`src/rtl/longest_common_substring_length_macros.svh`:
```
// Assertion macros for the files that carry checks.
`ifndef LONGEST_COMMON_SUBSTRING_LENGTH_MACROS_SVH
`define LONGEST_COMMON_SUBSTRING_LENGTH_MACROS_SVH

// Same-cycle implication, checked outside reset.
`define LCSL_ASSERT_NOW(lbl, clk, rst_n, ante, cons, msg) \
	lbl: assert property (@(posedge clk) disable iff (!rst_n) (ante) |-> (cons)) \
		else $error(msg);

// Next-cycle implication, checked outside reset.
`define LCSL_ASSERT_NEXT(lbl, clk, rst_n, ante, cons, msg) \
	lbl: assert property (@(posedge clk) disable iff (!rst_n) (ante) |=> (cons)) \
		else $error(msg);

`endif

```
`src/rtl/lcsl_pkg.sv`:
```
package lcsl_pkg;

	// Field widths of the item and result words.
	localparam int KIND_W = 2;
	localparam int CH_W   = 8;
	localparam int LEN_W  = 7;

	// Largest length the result field can show.
	localparam int LEN_MAX = 127;

	// Default capacity of the first-string store.
	localparam int MAX_LEN_DEF = 64;

	// Item kinds.
	localparam logic [KIND_W-1:0] KIND_FIRST  = 2'd0;
	localparam logic [KIND_W-1:0] KIND_SECOND = 2'd1;
	localparam logic [KIND_W-1:0] KIND_END    = 2'd2;

	// Commands from the controller to the datapath.
	typedef struct packed {
		logic load_first;
		logic start_second;
		logic emit;
		logic rd_en;
		logic wr_en;
	} cmd_t;

endpackage

```
`src/rtl/lcsl_ifs.sv`:
```
// Input channel: one word per string byte or end marker.
interface lcsl_item_if;
	logic                        valid;
	logic                        ready;
	logic [lcsl_pkg::KIND_W-1:0] kind;
	logic [lcsl_pkg::CH_W-1:0]   ch;

	modport source (output valid, output kind, output ch, input ready);
	modport sink (input valid, input kind, input ch, output ready);
endinterface

// Output channel: one word per string pair.
interface lcsl_result_if;
	logic                       valid;
	logic                       ready;
	logic [lcsl_pkg::LEN_W-1:0] length;
	logic                       truncated;
	logic                       order_error;

	modport source (output valid, output length, output truncated, output order_error,
		input ready);
	modport sink (input valid, input length, input truncated, input order_error,
		output ready);
endinterface

```
`src/rtl/longest_common_substring_length.sv`:
```
// First-string and end words need no sweep; the result word is offered the cycle after
// the end word is accepted and is held until taken.
// A second-string word starts a sweep over the n stored bytes (no sweep if none): the row of suffix
// lengths is swept one cell per cycle through the read port and the write port of the row memory.
// Asynchronous active-low reset clears the control state and flags; the memories are not
// cleared, and the suffix row is treated as zero until the first sweep has rewritten it.
`include "longest_common_substring_length_macros.svh"

module longest_common_substring_length #(
	parameter int MAX_LEN = lcsl_pkg::MAX_LEN_DEF
) (
	input  logic          clk,
	input  logic          arst_n,
	lcsl_item_if.sink     item,
	lcsl_result_if.source result
);

	import lcsl_pkg::*;

	localparam int CW = $clog2(MAX_LEN + 1);
	localparam int AW = (MAX_LEN > 1) ? $clog2(MAX_LEN) : 1;

	cmd_t          cmd;
	logic [AW-1:0] rd_addr;
	logic [AW-1:0] wr_addr;
	logic [CW-1:0] count;

	// Controller: handshakes and sweep sequencing.
	lcsl_ctrl #(
		.MAX_LEN(MAX_LEN)
	) u_ctrl (
		.clk      (clk),
		.arst_n   (arst_n),
		.in_valid (item.valid),
		.in_kind  (item.kind),
		.in_ready (item.ready),
		.out_ready(result.ready),
		.out_valid(result.valid),
		.count    (count),
		.cmd      (cmd),
		.rd_addr  (rd_addr),
		.wr_addr  (wr_addr)
	);

	// Datapath: string store, suffix row, maximum and flags.
	lcsl_dp #(
		.MAX_LEN(MAX_LEN)
	) u_dp (
		.clk        (clk),
		.arst_n     (arst_n),
		.cmd        (cmd),
		.in_ch      (item.ch),
		.rd_addr    (rd_addr),
		.wr_addr    (wr_addr),
		.count      (count),
		.length     (result.length),
		.truncated  (result.truncated),
		.order_error(result.order_error)
	);

	// No word is taken while the row is being swept.
	`LCSL_ASSERT_NOW(a_no_accept_in_sweep, clk, arst_n, cmd.rd_en || cmd.wr_en, !item.ready, "word accepted during a sweep")

	// A sweep only reads cells that hold a stored byte.
	`LCSL_ASSERT_NOW(a_read_in_range, clk, arst_n, cmd.rd_en, CW'(rd_addr) < count, "sweep read beyond the stored bytes")

	// An accepted end word always yields a result word in the next cycle.
	`LCSL_ASSERT_NEXT(a_end_gives_result, clk, arst_n, item.valid && item.ready && (item.kind == KIND_END), result.valid, "end word gave no result")

endmodule

```
`src/rtl/lcsl_ram.sv`:
```
module lcsl_ram #(
	parameter int WIDTH = 8,
	parameter int DEPTH = 64
) (
	input  logic                                    clk,
	input  logic                                    we,
	input  logic [((DEPTH > 1) ? $clog2(DEPTH) : 1)-1:0] waddr,
	input  logic [WIDTH-1:0]                        wdata,
	input  logic                                    re,
	input  logic [((DEPTH > 1) ? $clog2(DEPTH) : 1)-1:0] raddr,
	output logic [WIDTH-1:0]                        rdata
);

	logic [WIDTH-1:0] mem_q [DEPTH];

	// One write port and one registered read port.
	always_ff @(posedge clk) begin
		if (we) begin
			mem_q[waddr] <= wdata;
		end
		if (re) begin
			rdata <= mem_q[raddr];
		end
	end

endmodule

```
`src/rtl/lcsl_ctrl.sv`:
```
module lcsl_ctrl #(
	parameter int MAX_LEN = lcsl_pkg::MAX_LEN_DEF
) (
	input  logic                                        clk,
	input  logic                                        arst_n,
	input  logic                                        in_valid,
	input  logic [lcsl_pkg::KIND_W-1:0]                 in_kind,
	output logic                                        in_ready,
	input  logic                                        out_ready,
	output logic                                        out_valid,
	input  logic [$clog2(MAX_LEN+1)-1:0]                count,
	output lcsl_pkg::cmd_t                              cmd,
	output logic [((MAX_LEN > 1) ? $clog2(MAX_LEN) : 1)-1:0] rd_addr,
	output logic [((MAX_LEN > 1) ? $clog2(MAX_LEN) : 1)-1:0] wr_addr
);

	import lcsl_pkg::*;

	localparam int CW = $clog2(MAX_LEN + 1);
	localparam int AW = (MAX_LEN > 1) ? $clog2(MAX_LEN) : 1;

	localparam logic [1:0] ST_IDLE  = 2'd0;
	localparam logic [1:0] ST_SWEEP = 2'd1;
	localparam logic [1:0] ST_DRAIN = 2'd2;

	logic [1:0]    state_q;
	logic [1:0]    state_d;
	logic [AW-1:0] idx_q;
	logic [AW-1:0] addr_s1;
	logic          valid_s1;
	logic          out_valid_q;
	logic          accept;
	logic          last_cell;

	// A word is taken only between sweeps and when the result slot can move on.
	assign in_ready = (state_q == ST_IDLE) && (!out_valid_q || out_ready);
	assign accept   = in_valid && in_ready;
	assign out_valid = out_valid_q;

	// Decode the kind of the accepted word; the unused kind does nothing.
	always_comb begin
		cmd = '0;
		if (accept) begin
			unique case (in_kind)
				KIND_FIRST:  cmd.load_first   = 1'b1;
				KIND_SECOND: cmd.start_second = 1'b1;
				KIND_END:    cmd.emit         = 1'b1;
				default:     cmd.load_first   = 1'b0;
			endcase
		end
		cmd.rd_en = (state_q == ST_SWEEP);
		cmd.wr_en = valid_s1;
	end

	assign rd_addr   = idx_q;
	assign wr_addr   = addr_s1;
	assign last_cell = ((CW'(idx_q) + CW'(1)) == count);

	// Sweep sequencing: one cell read per cycle, then a drain state to finish the last write.
	always_comb begin
		state_d = state_q;
		unique case (state_q)
			ST_IDLE: begin
				if (cmd.start_second && (count != '0)) begin
					state_d = ST_SWEEP;
				end
			end
			ST_SWEEP: begin
				if (last_cell) begin
					state_d = ST_DRAIN;
				end
			end
			ST_DRAIN: state_d = ST_IDLE;
			default:  state_d = ST_IDLE;
		endcase
	end

	always_ff @(posedge clk or negedge arst_n) begin
		if (!arst_n) begin
			state_q     <= ST_IDLE;
			idx_q       <= '0;
			valid_s1    <= 1'b0;
			out_valid_q <= 1'b0;
		end else begin
			state_q  <= state_d;
			valid_s1 <= (state_q == ST_SWEEP);
			if (state_q == ST_SWEEP) begin
				idx_q <= idx_q + AW'(1);
			end else begin
				idx_q <= '0;
			end
			if (cmd.emit) begin
				out_valid_q <= 1'b1;
			end else if (out_ready) begin
				out_valid_q <= 1'b0;
			end
		end
	end

	// Address of the cell whose read data arrive in the next cycle.
	always_ff @(posedge clk) begin
		addr_s1 <= idx_q;
	end

endmodule

```
`src/rtl/lcsl_dp.sv`:
```
module lcsl_dp #(
	parameter int MAX_LEN = lcsl_pkg::MAX_LEN_DEF
) (
	input  logic                                        clk,
	input  logic                                        arst_n,
	input  lcsl_pkg::cmd_t                              cmd,
	input  logic [lcsl_pkg::CH_W-1:0]                   in_ch,
	input  logic [((MAX_LEN > 1) ? $clog2(MAX_LEN) : 1)-1:0] rd_addr,
	input  logic [((MAX_LEN > 1) ? $clog2(MAX_LEN) : 1)-1:0] wr_addr,
	output logic [$clog2(MAX_LEN+1)-1:0]                count,
	output logic [lcsl_pkg::LEN_W-1:0]                  length,
	output logic                                        truncated,
	output logic                                        order_error
);

	import lcsl_pkg::*;

	localparam int CW = $clog2(MAX_LEN + 1);
	localparam int AW = (MAX_LEN > 1) ? $clog2(MAX_LEN) : 1;
	localparam int WW = (CW > LEN_W) ? CW : LEN_W;

	logic [CW-1:0]   count_q;
	logic [CW-1:0]   best_q;
	logic            started_q;
	logic            trunc_q;
	logic            order_q;
	logic            use_old_q;
	logic [CW-1:0]   prev_q;
	logic [CH_W-1:0] ch_q;
	logic [LEN_W-1:0] len_q;
	logic            trunc_out_q;
	logic            order_out_q;

	logic            store_we;
	logic [CH_W-1:0] first_rd;
	logic [CW-1:0]   row_rd;
	logic [CW-1:0]   old_v;
	logic [CW-1:0]   new_v;
	logic [WW-1:0]   best_w;
	logic [LEN_W-1:0] len_sat;

	// A first-string byte is stored only before the second string and while room is left.
	assign store_we = cmd.load_first && !started_q && (count_q != CW'(MAX_LEN));

	lcsl_ram #(
		.WIDTH(CH_W),
		.DEPTH(MAX_LEN)
	) u_first_ram (
		.clk  (clk),
		.we   (store_we),
		.waddr(count_q[AW-1:0]),
		.wdata(in_ch),
		.re   (cmd.rd_en),
		.raddr(rd_addr),
		.rdata(first_rd)
	);

	lcsl_ram #(
		.WIDTH(CW),
		.DEPTH(MAX_LEN)
	) u_row_ram (
		.clk  (clk),
		.we   (cmd.wr_en),
		.waddr(wr_addr),
		.wdata(new_v),
		.re   (cmd.rd_en),
		.raddr(rd_addr),
		.rdata(row_rd)
	);

	// The row holds stale data until the first second-string byte has rewritten it.
	assign old_v = use_old_q ? row_rd : '0;
	assign new_v = (first_rd == ch_q) ? (prev_q + CW'(1)) : '0;

	// Saturate the running maximum to the width of the result field.
	assign best_w  = WW'(best_q);
	assign len_sat = (best_w > WW'(LEN_MAX)) ? LEN_W'(LEN_MAX) : LEN_W'(best_w);

	always_ff @(posedge clk or negedge arst_n) begin
		if (!arst_n) begin
			count_q   <= '0;
			best_q    <= '0;
			started_q <= 1'b0;
			trunc_q   <= 1'b0;
			order_q   <= 1'b0;
			use_old_q <= 1'b0;
			prev_q    <= '0;
		end else begin
			if (cmd.load_first) begin
				if (started_q) begin
					order_q <= 1'b1;
				end else if (count_q == CW'(MAX_LEN)) begin
					trunc_q <= 1'b1;
				end else begin
					count_q <= count_q + CW'(1);
				end
			end
			if (cmd.start_second) begin
				use_old_q <= started_q;
				started_q <= 1'b1;
				prev_q    <= '0;
			end
			// Cell update: carry the old left neighbour along and track the maximum.
			if (cmd.wr_en) begin
				prev_q <= old_v;
				if (new_v > best_q) begin
					best_q <= new_v;
				end
			end
			if (cmd.emit) begin
				count_q   <= '0;
				best_q    <= '0;
				started_q <= 1'b0;
				trunc_q   <= 1'b0;
				order_q   <= 1'b0;
				use_old_q <= 1'b0;
			end
		end
	end

	// Second-string byte and result word payload.
	always_ff @(posedge clk) begin
		if (cmd.start_second) begin
			ch_q <= in_ch;
		end
		if (cmd.emit) begin
			len_q       <= len_sat;
			trunc_out_q <= trunc_q;
			order_out_q <= order_q;
		end
	end

	assign count       = count_q;
	assign length      = len_q;
	assign truncated   = trunc_out_q;
	assign order_error = order_out_q;

endmodule

```
`src/flat_wrapper.sv`:
```
// flat-port wrapper written by rule: the top's interface ports become plain ports
module longest_common_substring_length_flat import lcsl_pkg::*;
#(
	parameter int MAX_LEN = lcsl_pkg::MAX_LEN_DEF
)
  (clk, arst_n, item_valid, item_kind, item_ch, item_ready, result_valid, result_length, result_truncated, result_order_error, result_ready);
  lcsl_item_if item_i ();
  lcsl_result_if result_i ();
  input  logic clk;
  input  logic arst_n;
  input wire logic [$bits(item_i.valid)-1:0] item_valid;
  input wire logic [$bits(item_i.kind)-1:0] item_kind;
  input wire logic [$bits(item_i.ch)-1:0] item_ch;
  output wire logic [$bits(item_i.ready)-1:0] item_ready;
  output wire logic [$bits(result_i.valid)-1:0] result_valid;
  output wire logic [$bits(result_i.length)-1:0] result_length;
  output wire logic [$bits(result_i.truncated)-1:0] result_truncated;
  output wire logic [$bits(result_i.order_error)-1:0] result_order_error;
  input wire logic [$bits(result_i.ready)-1:0] result_ready;
  assign item_i.valid = item_valid;
  assign item_i.kind = item_kind;
  assign item_i.ch = item_ch;
  assign item_ready = item_i.ready;
  assign result_valid = result_i.valid;
  assign result_length = result_i.length;
  assign result_truncated = result_i.truncated;
  assign result_order_error = result_i.order_error;
  assign result_i.ready = result_ready;
  longest_common_substring_length #(.MAX_LEN(MAX_LEN)) u_core (.clk(clk), .arst_n(arst_n), .item(item_i), .result(result_i));
endmodule
```
`config.mk`:
```
export PLATFORM = sky130hd
export DESIGN_NAME = longest_common_substring_length_flat
export DESIGN_NICKNAME = d
export VERILOG_FILES = /design/src/rtl/lcsl_pkg.sv /design/src/rtl/lcsl_ifs.sv /design/src/rtl/longest_common_substring_length.sv /design/src/rtl/lcsl_ram.sv /design/src/rtl/lcsl_ctrl.sv /design/src/rtl/lcsl_dp.sv /design/src/flat_wrapper.sv
export VERILOG_INCLUDE_DIRS = /design/src /design/src/rtl
export SDC_FILE = /design/constraint.sdc
export NUM_CORES = 1
export LEC_CHECK = 0
export BUFFER_PORTS_ARGS = -buffer_cell sky130_fd_sc_hd__buf_2
export CORE_ASPECT_RATIO = 0.6
export CORE_MARGIN = 8
export CORE_UTILIZATION = 53
export DETAILED_ROUTE_END_ITERATION = 8
export GPL_TIMING_DRIVEN = 0
export PLACE_DENSITY = 0.71
export RECOVER_POWER = 100
export SLEW_MARGIN = 5
export SYNTH_ARGS = -nofsm -noshare
export SYNTH_HDL_FRONTEND = slang
export SYNTH_SLANG_ARGS = --single-unit
```
`constraint.sdc`:
```
create_clock -name clk -period 6.2 [get_ports clk]
set_input_delay 1.24 -clock clk [delete_from_list [all_inputs] [get_ports clk]]
set_output_delay 1.24 -clock clk [all_outputs]
set_load 0.05 [all_outputs]
```
=== Word-level counts from Yosys, hierarchy flattened ===
Memory sizes are Yosys's and may differ from the RTL's. A register that Yosys moved wholly into a read port is not among the register bits.
Index checks and enable logic that the tools add are counted.

* Add/sub/neg operators: 4
* $mul: 0
* Divide/modulo/power cells: 0
* Order comparisons: 2
* Equality and inequality tests: 11
* Shift operators: 0
* Muxes and demuxes: 36
* Bitwise gates (word level): 0
* Reductions and logical operators: 24

{| class="wikitable"
|+ Operators by type and width
! operator !! count
|-
| 2-to-1 mux 7 bit || 11
|-
| 2-to-1 mux 1 bit || 20
|-
| nonzero test 2 bit || 8
|-
| adder 7 x 1 -> 7 bit, second input constant || 2
|-
| equality test 8 bit || 1
|-
| inequality test 2 x 1 -> 1 bit, second input constant || 4
|-
| adder 6 x 1 -> 7 bit, second input constant || 1
|-
| equality test 7 bit || 1
|-
| equality test 7 bit, second input constant || 1
|-
| > comparator 7 bit || 1
|-
| > comparator 7 bit, second input constant || 1
|-
| inequality test 7 bit, second input constant || 1
|-
| nonzero test 7 bit || 1
|-
| adder 6 x 1 -> 6 bit, second input constant || 1
|-
| 2-to-1 mux 6 bit || 1
|-
| AND reduction 2 bit || 3
|-
| AND reduction 3 bit || 2
|-
| logical AND 1 bit || 5
|-
| equality test 2 x 1 -> 1 bit, second input constant || 2
|-
| logical NOT 2 bit || 2
|-
| 2-to-1 mux 2 bit || 2
|-
| one-hot mux 2 bit (2 select lines) || 1
|-
| 2-to-1 mux 3 bit || 1
|-
| equality test 2 bit, second input constant || 1
|-
| 2 further kinds || 3
|}

* Flip-flop bits (word level): 58
* Bits in latches: 0
* Bits in writable memories: 960
* Bits in read-only memories: 0
* Input bits: 14
* Output and inout port bits: 11
* Logic and storage cells: 95
* Memories kept: 2

{| class="wikitable"
|+ Memories
! memory !! words !! width !! read ports !! clocked after Yosys merged registers in !! write ports !! RTL line !! text
|-
| u_core.u_dp.u_first_ram.mem_q || 64 || 8 || 1 || 1 || 1 || lcsl_ram.sv:14 || <nowiki>logic [WIDTH-1:0] mem_q [DEPTH];</nowiki>
|-
| u_core.u_dp.u_row_ram.mem_q || 64 || 7 || 1 || 1 || 1 || lcsl_ram.sv:14 ||
|}

=== Depth between registers and ports, before layout ===
* Word-level depth: 9
* Depth in mapped cells: 12
* Depth with buffers taken out: 12

=== Modules after synthesis ===
From an unflattened synthesis, not the netlist that was laid out.

* Cells, all modules: 2020
* Area total of the unflattened synthesis: 40744.1 um^2

{| class="wikitable"
|+ By module, submodules not included
! module !! times used !! cells an instance !! area each (um^2) !! sequential area each (um^2)
|-
| lcsl_ram (u_core.u_dp.u_first_ram) || 1 || 940 || 20246.9 || 15615.0
|-
| lcsl_ram (u_core.u_dp.u_row_ram) || 1 || 827 || 17705.7 || 13663.1
|-
| lcsl_dp || 1 || 193 || 2110.8 || 1136.1
|-
| lcsl_ctrl || 1 || 60 || 680.7 || 370.4
|}

=== Worst setup path after synthesis ===
No wires, ideal clock.

* Path kind: register to register
* From: register u_core.u_dp.ch_q[2]
* To: register u_core.u_dp.best_q[6]
* Library setup time: 0.080 ns
* Arrival time: 4.699 ns
* Data required time: 6.120 ns
* Slack: 1.421 ns
* Cell stages (with the launch flop): 13
* Path buffers: 0
* Period minus slack after synthesis: 4.779 ns
* Cell sequence: edfxtp_1 xor2_1 nor4_1 nand2_1 nor2_1 ha_1 or3b_2 mux2i_1 o311ai_0 nor3_1 o41a_1 nand3_1 a21oi_1

* Cells in the longest elaborated chain, start to end: 5
* Elaborated cells between the ends (all ways): 8
* Those cells by class: order compare: 1; eq/ne: 1; mux: 4; reduce/logical: 2

{| class="wikitable"
|+ RTL lines
! element !! RTL line !! text
|-
| start, declared || lcsl_dp.sv:29 || <nowiki>logic [CH_W-1:0] ch_q;</nowiki>
|-
| start signal, assigned || lcsl_dp.sv:124 || <nowiki>ch_q <= in_ch;</nowiki>
|-
| equality test 8 bit || lcsl_dp.sv:73 || <nowiki>assign new_v = (first_rd == ch_q) ? (prev_q + CW'(1)) : '0;</nowiki>
|-
| 2-to-1 mux 7 bit || lcsl_dp.sv:73 ||
|-
| net u_core.u_dp.new_v[4] || lcsl_dp.sv:38 || <nowiki>logic [CW-1:0] new_v;</nowiki>
|-
| > comparator 7 bit || lcsl_dp.sv:106 || <nowiki>if (new_v > best_q) begin</nowiki>
|-
| nonzero test 2 bit (no line) || n/a ||
|-
| AND reduction 2 bit (no line) || n/a ||
|-
| end signal, assigned || lcsl_dp.sv:107 || <nowiki>best_q <= new_v;</nowiki>
|-
| end, declared || lcsl_dp.sv:23 || <nowiki>logic [CW-1:0] best_q;</nowiki>
|}

The timed path passes the listed nets, and every way through them passes these cells. The select of a mux whose other input is x is not followed.
A chain may end at the register's enable or synchronous reset.

=== Final worst setup path ===
* From: register u_core.u_dp.u_first_ram.rdata[2] (read register of u_core.u_dp.u_first_ram.mem_q)
* To: register u_core.u_dp.best_q[0]

* Cells in the longest elaborated chain, start to end: 5
* Elaborated cells between the ends (all ways): 8
* Those cells by class: order compare: 1; eq/ne: 1; mux: 4; reduce/logical: 2

{| class="wikitable"
|+ RTL lines
! element !! RTL line !! text
|-
| start, declared || lcsl_ram.sv:11 || <nowiki>output logic [WIDTH-1:0] rdata</nowiki>
|-
| equality test 8 bit || lcsl_dp.sv:73 ||
|-
| 2-to-1 mux 7 bit || lcsl_dp.sv:73 ||
|-
| net u_core.u_dp.new_v[4] || lcsl_dp.sv:38 ||
|-
| > comparator 7 bit || lcsl_dp.sv:106 ||
|-
| nonzero test 2 bit (no line) || n/a ||
|-
| AND reduction 2 bit (no line) || n/a ||
|}

The timed path passes the listed nets, and every way through them passes these cells. The select of a mux whose other input is x is not followed.

==> out/metrics.cfg <==
[status]
status=finished with violations
violations=max-capacitance violations, max-slew violations

[drt]
dr_total_vias=19930
wl_um=98790
drc=0
drt_first_iter_violations=2996
dr.pass1.iters=6
wire_per_inst_um=32.92
drt-vias-per-instance=6.641
postRouteAntennaNets=0

[logic_synthesis]
ys_seq_area_share_pct=76.17
synth_async_sr_flop_share_pct=3.388
syn_area_per_cell_um2=22.24
synth_top_area_cell=edfxtp_1
synth_flop_cell=edfxtp_1
ys_warn_count=0
syn-num-nets=1840
synth_area_um2=40420
synth.area.top_cells=edfxtp_1 74%, mux4_2 18%, dfrtp_1 2.2%
synth-edff-count=992
netlist.area_leader.share_pct=73.70
ys_ff_latch=1033
yosysUniqueCellTypes=53
synth_cells=1817

[power]
seqPwrFrac_pct=51.1
p_comb_share_pct=13.5
p_leak_nw=14.49
p_per_area_nw_per_um2=342.4
vdd_drop_max_v=0.0002159
internal_power_mw=11.55
swShare_pct=24.40
switching_power_mw=3.727
power_frac_clock_pct=35.4

[worst_setup_path]
crit_chain=xor2_1 -> nor4_1 -> nand2_1 -> nor2_4 -> buf_12 -> ha_1 -> or3b_2 -> mux2i_1 -> o311ai_0 -> nor3_1 -> o41a_1 -> nand3_1 -> a21oi_1
crit_buf_inv=1
end_kind=flop
cp_max_fo=34
required_ps=6760
regToRegSetupSlack_ps=600
cpLargestDelayFamily=simple AND/OR/NAND/NOR gates
worst_setup_path_start_kind=flop
worstReg2RegEnd=u_core.u_dp.best_q[0]
r2r_cells=13
critPathArrivalTime_ps=6160
slowest_delay_ps=1080
reg2reg_from=u_core.u_dp.u_first_ram.rdata[2]
worst_path_max_delay_cell=nor4_1
critical_path_class=reg2reg

[sta]
period_needed_ps=5603
finalCritPeriodShare_pct=90.38
timing.slew.headroom_pct=-115.4
fmax_ghz=0.1785
slew_viol_final=659
worst_pin_slew_ps=3232
setup_viol=0
fin_skew_ps=28.70
rsz0062_at_grt=false
hold_violations=0

[final_layout]
final_cell_area_um2=44600
layout_common_cells=992 x edfxtp_1, 315 x mux4_2, 154 x nor2_1
final_common_cell=edfxtp_1
fillers=5294
finalNonFillerCells=3001
postLayoutCoreUtil_pct=59.05
layout-drive-gt1-share_pct=24.19
area_delta_synth_final_pct=10.35
diodes=0
layout.nets=1961

[clocking]
cts_max_level=3
holdBufCountCts=0
clock_tree.root_cell=clkbuf_16
insertion_delay_ps=650
path_clk_slew_ps=70
cts_setup_buffers=0
cts_resized=0
clkSinkCount=1033
cts_buffers=87
clock_path_buffers=3
cts_tree=yes

[min_path]
hold_depth=0
min-delay-start=u_core.u_ctrl.rd_addr[2]
worstHoldEndpoint=u_core.u_ctrl.wr_addr[2]
min_path_type=reg2reg

[floorplanning]
ios=25
rows=78
coreArea_um2=75540
die_h_um=229.9
die-area_um2=85640
start_util_pct=53.51
chipWidth_um=372.5

[global_route]
antenna_found_initial=4
grt_overflow=0
grt_pass1_wl_um=141900
grt.total_usage_pct=23.21
grt_max_degree=66
grt_pass1_vias=19320

[placement]
placed_area_um2=41990
dpl.hpwl_um=66990
dp_cells=2849
place_congestion=0.9208
io_buffers=24

[run]
drv_cap=12

worst max path at each step:
stage	slack, ps	to	depth (start not counted)	startpoint
2_1_floorplan	1420	u_core.u_dp.best_q[6]	12	u_core.u_dp.ch_q[2]
3_3_place_gp	-1330	u_core.u_dp.best_q[2]	12	u_core.u_dp.ch_q[2]
3_5_place_dp	590	u_core.u_dp.best_q[5]	13	u_core.u_dp.ch_q[2]
4_1_cts	600	u_core.u_dp.best_q[5]	13	u_core.u_dp.ch_q[2]
5_1_grt	310	u_core.u_dp.u_row_ram.mem_q[26][5]	5	u_core.u_dp.ch_q[2]
6_report	600	u_core.u_dp.best_q[0]	13	u_core.u_dp.u_first_ram.rdata[2]
flip-flops by register name, summed over array words and instances (netlist names), 8 cells and up:
| register | count |
|---|---|
| u_core.u_dp.u_first_ram.mem_q | 512 |
| u_core.u_dp.u_row_ram.mem_q | 448 |
| u_core.u_dp.ch_q | 8 |
| u_core.u_dp.u_first_ram.rdata | 8 |
synthesized netlist by cell type (3+ instances only):
cell type,number
nor4_1,3
ha_1,9
xnor2_1,11
a22o_1,7
xor2_1,17
and2_1,5
buf_4,10
dfrtp_1,35
and3_1,3
nand4_1,6
nand3b_1,6
nor2b_1,4
buf_2,12
nand2_1,25
buf_1,12
buf_6,12
o21ai_0,12
nand3_1,27
inv_1,13
mux4_2,315
dfxtp_1,6
nand2b_1,4
or3b_2,6
nor2_1,157
edfxtp_1,992
nor3_1,6
or3_1,7
clkbuf_1,54
a21oi_1,12
metal layers:
| layer | global-route usage (%) | share of wire, % | vias up |
|---|---|---|---|
| met4 | 3.987 | 1.5 | 0 |
| met1 | 37.74 | 43 | 10670 |
| met5 | 0 | 0 | - |
| li1 | - | - | 7824 |
| met2 | 31.23 | 42 | 1313 |
| met3 | 7.108 | 14 | 120 |
layout make-up:
| class | instances | area [µm²] | area share, % |
|---|---|---|---|
| clock inverters | 36 | 352.8 | 0.7911 |
| repair buffers | 32 | 222.7 | 0.4993 |
| well taps | 1000 | 1251 | 2.805 |
| plain buffers | 100 | 491.7 | 1.102 |
| clock buffers | 116 | 2379 | 5.333 |
| inverters | 14 | 52.55 | 0.1178 |
| flip-flops and latches | 1033 | 30780 | 69.02 |
| multi-input cells | 670 | 9067 | 20.33 |
cells by family after synthesis:
kind of cell	after synthesis	synth area share, %
xor gates and xnor gates	28	0.6067
AOI/OAI and AO/OA	48	0.9009
DFF	1033	76.17
buffers and inverters	114	1.412
muxes	317	17.60
adders and majority gates	9	0.2786
and+or+nand+nor	268	3.034
power by group through the flow:
stage | Combinational [mW] | Sequential [mW] | Clock (mW)
2_1_floorplan | 1.34 | 7.94 | 0
3_3_place_gp | 2.00 | 7.94 | 0
3_5_place_dp | 2.06 | 7.95 | 0
4_1_cts | 2.07 | 7.80 | 5.44
5_1_grt | 2.15 | 7.81 | 5.71
6_report | 2.06 | 7.81 | 5.41
metrics by stage:
stage	hold slack (ps)	power, mW	setup WS (ps)	setup TNS (ps)
floorplan	345.4	9.283	1421	0
global placement	352.9	9.936	-1332	-9156
detailed placement	356.7	10.00	594.8	0
CTS	382.4	15.31	604.5	0
global route	393.2	15.67	313.8	0
finish	380.8	15.27	596.5	0
Power figures use the tool's default switching activity.
